### src/sbm_pkg.sv
`default_nettype none
package sbm_pkg;

    localparam int unsigned NUM_VERTS = 8;
    localparam int unsigned NUM_RESULTS = 20;
    localparam int unsigned STEP_W = 5;
    localparam logic [31:0] VERT_STRIDE = 32'd8;
    localparam logic signed [31:0] MINUS_ONE = -32'sd1;

    localparam logic KIND_VERTEX = 1'b0;
    localparam logic KIND_TRI = 1'b1;

    // datapath operations issued by the controller
    typedef enum logic [3:0] {
        OP_NONE,
        OP_LOAD,
        OP_DIFF,
        OP_NORM_START,
        OP_AXIS,
        OP_UP_MUL,
        OP_UP_SUM,
        OP_VERT_MUL,
        OP_VERT_ADD
    } sbm_op_t;

    typedef struct packed {
        sbm_op_t op;
        logic [2:0] vsel;
    } sbm_cmd_t;

    typedef struct packed {
        logic norm_busy;
    } sbm_stat_t;

    // one result record
    typedef struct packed {
        logic kind;
        logic [31:0] vertex_index;
        logic signed [31:0] vertex_x;
        logic signed [31:0] vertex_y;
        logic signed [31:0] vertex_z;
        logic [31:0] tri_a;
        logic [31:0] tri_b;
        logic [31:0] tri_c;
        logic last;
    } sbm_rec_t;

    // triangle corner offsets from base, per triangle
    function automatic logic [8:0] tri_offsets(input logic [3:0] t);
        logic [8:0] r;
        begin
            case (t)
                4'd0: r = {3'd0, 3'd1, 3'd2};
                4'd1: r = {3'd2, 3'd3, 3'd0};
                4'd2: r = {3'd1, 3'd0, 3'd4};
                4'd3: r = {3'd4, 3'd5, 3'd1};
                4'd4: r = {3'd2, 3'd1, 3'd5};
                4'd5: r = {3'd5, 3'd6, 3'd2};
                4'd6: r = {3'd3, 3'd2, 3'd6};
                4'd7: r = {3'd6, 3'd7, 3'd3};
                4'd8: r = {3'd0, 3'd3, 3'd7};
                4'd9: r = {3'd7, 3'd4, 3'd0};
                4'd10: r = {3'd7, 3'd6, 3'd5};
                4'd11: r = {3'd5, 3'd4, 3'd7};
                default: r = '0;
            endcase
            return r;
        end
    endfunction

    // round v / 2^30 to nearest, halves away from zero
    function automatic logic signed [63:0] rnd30(input logic signed [63:0] v);
        logic [63:0] mag;
        logic [63:0] r;
        begin
            mag = v[63] ? (64'd0 - v) : v;
            r = (mag + 64'h2000_0000) >> 30;
            return v[63] ? $signed(64'd0 - r) : $signed(r);
        end
    endfunction

    function automatic logic [31:0] sat32(input logic signed [63:0] v);
        logic [31:0] r;
        begin
            if (v > 64'sd2147483647)
                r = 32'h7fff_ffff;
            else if (v < -64'sd2147483648)
                r = 32'h8000_0000;
            else
                r = v[31:0];
            return r;
        end
    endfunction

endpackage
`default_nettype wire

### src/sbm_ctrl.sv
`default_nettype none
module sbm_ctrl
    import sbm_pkg::*;
(
    input  wire logic clk,
    input  wire logic rst_n,
    input  wire logic in_fire,
    input  wire logic out_ready,
    input  wire sbm_stat_t stat,
    output sbm_cmd_t cmd,
    output logic in_ready,
    output logic out_valid,
    output logic [4:0] step,
    output logic out_load
);

    typedef enum logic [3:0] {
        S_IDLE, S_DIFF, S_NWAIT1, S_AXIS, S_NST, S_NWAIT2, S_UPM, S_UPS,
        S_VMUL, S_VADD, S_EMIT
    } state_t;

    state_t state_reg;
    logic [4:0] step_reg;
    logic out_valid_reg;

    always_ff @(posedge clk or negedge rst_n)
    begin
        if (!rst_n)
        begin
            state_reg <= S_IDLE;
            step_reg <= '0;
            out_valid_reg <= 1'b0;
        end
        else
        begin
            case (state_reg)
                S_IDLE:   if (in_fire) state_reg <= S_DIFF;
                S_DIFF:   state_reg <= S_NWAIT1;
                S_NWAIT1: if (!stat.norm_busy) state_reg <= S_AXIS;
                S_AXIS:   state_reg <= S_NST;
                S_NST:    state_reg <= S_NWAIT2;
                S_NWAIT2: if (!stat.norm_busy) state_reg <= S_UPM;
                S_UPM:    state_reg <= S_UPS;
                S_UPS:
                begin
                    step_reg <= '0;
                    state_reg <= S_VMUL;
                end
                S_VMUL:   state_reg <= S_VADD;
                S_VADD:
                begin
                    out_valid_reg <= 1'b1;
                    state_reg <= S_EMIT;
                end
                S_EMIT:
                begin
                    if (out_ready)
                    begin
                        step_reg <= step_reg + 5'd1;
                        if (step_reg == 5'(NUM_RESULTS - 1))
                        begin
                            out_valid_reg <= 1'b0;
                            state_reg <= S_IDLE;
                        end
                        else if (step_reg < 5'(NUM_VERTS - 1))
                        begin
                            out_valid_reg <= 1'b0;
                            state_reg <= S_VMUL;
                        end
                    end
                end
                default: state_reg <= S_IDLE;
            endcase
        end
    end

    always_comb
    begin
        cmd.vsel = step_reg[2:0];
        case (state_reg)
            S_IDLE:  cmd.op = in_fire ? OP_LOAD : OP_NONE;
            S_DIFF:  cmd.op = OP_DIFF;
            S_AXIS:  cmd.op = OP_AXIS;
            S_NST:   cmd.op = OP_NORM_START;
            S_NWAIT2: cmd.op = OP_NONE;
            S_UPM:   cmd.op = OP_UP_MUL;
            S_UPS:   cmd.op = OP_UP_SUM;
            S_VMUL:  cmd.op = OP_VERT_MUL;
            S_VADD:  cmd.op = OP_VERT_ADD;
            default: cmd.op = OP_NONE;
        endcase
    end

    // start of the second normalize follows the axis latch
    assign in_ready = state_reg == S_IDLE;
    assign out_valid = out_valid_reg;
    assign step = step_reg;
    assign out_load = state_reg == S_AXIS;

endmodule
`default_nettype wire

### config.mk
export PLATFORM = sky130hd
export DESIGN_NAME = sbm_ctrl
export DESIGN_NICKNAME = d
export VERILOG_FILES = /design/src/sbm_pkg.sv /design/src/sbm_ctrl.sv
export SDC_FILE = /design/constraint.sdc
export NUM_CORES = 1
export LEC_CHECK = 0
export BUFFER_PORTS_ARGS = -buffer_cell sky130_fd_sc_hd__clkbuf_2
export CAP_MARGIN = 40
export CORE_UTILIZATION = 35
export DETAILED_ROUTE_END_ITERATION = 6
export GPL_ROUTABILITY_DRIVEN = 0
export SLEW_MARGIN = 30
export SYNTH_ARGS = -nofsm -noshare
export SYNTH_HDL_FRONTEND = slang
export SYNTH_SLANG_ARGS = --single-unit
### constraint.sdc
create_clock -name clk -period 2.8 [get_ports clk]
set_input_delay 0.28 -clock clk [delete_from_list [all_inputs] [get_ports clk]]
set_output_delay 0.28 -clock clk [all_outputs]
set_load 0.05 [all_outputs]
==> impl_results.md <==
- I/O pins: 20
- Root buf cell: clkbuf_4
- H-tree Lvls: 1
- Synthesized instance count: 76
- Final nets: 99
- Crit path max fanout: 14
- Syn avg cell area: 8.84 um^2
- Area Growth Syn to Fin: 17.1%
- Num CTS Buffers: 3
- Filler cells: 185
- HPWL Detailed: 980 um
- Max reg flops: 5
- Die width: 45.8 um
- Top_reg_cell synth: dfrtp_1
- Max-Cap Viols: 0
- Iter 0 DRT Violations: 16
- Vias/cell: 5.03
- Worst EP required: 2.52 ns
- Worst path max stage delay: 0.60 ns
- Yosys cell types: 31
- Average wire per standard cell: 11.9 um
- DR vias: 589
- Top cells by area, synth: dfrtp_1 37%, buf_4 5.6%, xor2_1 5.2%, nor2_1 5.0%, a21oi_1 3.0%
- Maximum operating frequency: 528 MHz
- DRC Markers: 0
- Initial cell density of the core: 38.1%
- Drt total wl: 1390 um
- GRT Util Overall: 14.4%
- Post-synthesis sequential area ratio: 37.2%
- Core Region: 0.00176 mm^2
- CTS resizes: 0
- Post-DRT Antenna Nets: 0
- Cells along the critical path: nor2_1 > nor3_1 > a21oi_1 > nor2_1 > clkbuf_2
- CP Capture Type: output pin
- Final worst clock skew: 0.00421 ns
- Synth top area share: 37.2%
- CP max-delay cell: dfrtp_1
- Worst-Skew Late Latency: 0.27 ns
- Share of post-route cells with drive strength above 1: 28.3%
- Clock Tree Buf Depth: 2
- Setup TNS: 0 ns
- Clock tree sinks: 10
- Synthesized net count: 82
- Period minus WS final: 1.89 ns
- WP buf/inv: 1
- Antenna Cells: 0
- Final cycle utilization of the critical path: 67.6%
- Max-Slew Margin vs Limit: 71.6%
- Die height: 45.8 um
- Hold Vio Cnt, Final: 0
- RSZ-0062 raised after global routing: no
- Crit-path most repeated cell: nor2_1
- Largest net degree at the start of global routing: 15
- Die area: 0.00210 mm^2
- Worst Tran Pin Value: 0.426 ns
- Ys Warns: 0
- FP Rows: 15
- Port bufs: 19
- CP top delay family: flip-flops
- Post-synthesis sequential element count: 10
- Startpoint types: register
- Async SR Flop Fraction: 100%
- CP Data Arrival Time: 1.61 ns
- TritonCTS clock tree: yes
- WS Path Type: register to output pin
- Setup violators final: 0
- Biggest area consumer among synthesized cells: dfrtp_1
- Cell area after synthesis: 672 um^2
- Min-Delay Path Class: input pin to register
- First drt pass iteration count: 3
- Outcome: finished clean
- First-pass GRT wire length: 2170 um
- Number of synthesized flops with an enable pin: 0
- Grt ovf: 0
- Vias in the first global route: 483
- Antenna violations before repair: 0
- Clock-pin slew on the worst setup and hold paths: 0.07 ns
- Final Max Tran Viols: 0
==> layout make-up <==
cell class / instances / area (um^2) / share of cell area, %
Multi-Input combinational cell: 54 / 349 / 44.4
Clock buffer: 4 / 36.3 / 4.61
Sequential cell: 10 / 250 / 31.8
Tap cell: 25 / 31.3 / 3.97
Timing Repair Buffer: 20 / 105 / 13.4
Inverter: 4 / 15.0 / 1.91
==> metal layers <==
| metal | global-route usage (%) | wire (um) |
|---|---|---|
| met1 | 19.5 | 694 |
| met2 | 21.1 | 640 |
| met3 | 5.95 | 58 |
| met4 | 3.53 | 0 |
| met5 | 0 | 0 |
==> final timing paths <==
kind	from	to	slack, ns	cells after the start
worst max-delay path	state_reg[3]	cmd[3]	0.91	5
worst min-delay path	in_fire	state_reg[0]	0.37	5
worst min register to register	out_valid	out_valid	0.51	1
worst max register to register	state_reg[3]	out_valid	1.28	3
max in group asynchronous	rst_n	state_reg[0]	2.17	2
min in group asynchronous	rst_n	step[1]	0.42	2
==> metrics by stage <==
stage          area [um^2]  setup WS [ns]  util, %  hold WS [ns]  cells
5_1_grt                787          0.785     44.6         0.374    117
6_report               787          0.906     44.6         0.366    117
3_3_place_gp           741           1.26     42.0         0.160    112
4_1_cts                787          0.924     44.6         0.357    117
2_1_floorplan          672          0.387        -       -0.0156     76
3_5_place_dp           741           1.22     42.0         0.165    112
==> what timing repair did <==
item	4_1_cts	5_1_grt
setup buffers	0	0
hold buffers	1	0
hold endpoints to repair	10	0
==> worst reg2reg max path, cell delays in order, from the launching register on <==
cell and delay (ns):
dfrtp_1 0.60, and4bb_1 0.41, nand2_1 0.11, o32a_1 0.28
==> cell usage after synthesis, types with 2 or more instances <==
master,instances
inv_1,4
o22ai_1,2
xor2_1,4
nor3_1,3
and3_1,3
nand3_1,4
nor2_1,9
buf_4,5
nand2b_1,2
nand2_1,4
o21ai_0,4
dfrtp_1,10
a21oi_1,4
==> cells by family (layout without fill, tap and decap cells) <==
kind of cell             Yosys count  in the layout  synth area share (%)
AO/OA/AOI/OAI                     17             17                  16.9
buffers and inverters             12             28                  10.8
AND/OR/NAND/NOR                   31             31                  26.6
XOR/XNOR                           5              5                  6.52
flip-flops                        10             10                  37.2
adder cells (fa/ha/maj)            1              1                  1.86
==> placed cells by master, fill, tap and decap left out, drive strengths merged <==
| cell type | synthesis | routed |
|---|---|---|
| a211oi | 1 | 1 |
| a21o | 1 | 1 |
| a21oi | 4 | 4 |
| a2bb2oi | 1 | 1 |
| a32o | 1 | 1 |
| and3 | 3 | 3 |
| and4bb | 2 | 2 |
| clkbuf | 1 | 23 |
| dfrtp | 10 | 10 |
| dlygate4sd3 | 0 | 1 |
| ha | 1 | 1 |
| inv | 4 | 4 |
| nand2 | 5 | 5 |
| nand2b | 2 | 2 |
| nand3 | 4 | 4 |
| nand4b | 1 | 1 |
| nor2 | 9 | 9 |
| nor3 | 3 | 3 |
| nor3b | 1 | 1 |
| nor4 | 1 | 1 |
| o21ai | 4 | 4 |
| o22a | 1 | 1 |
| o22ai | 2 | 2 |
| o311ai | 1 | 1 |
| o32a | 1 | 1 |
| xnor2 | 1 | 1 |
| xor2 | 4 | 4 |
Power is left out: the tool's default activity adds up to more than one toggle a clock period on the data nets, which glitch-free logic cannot reach.
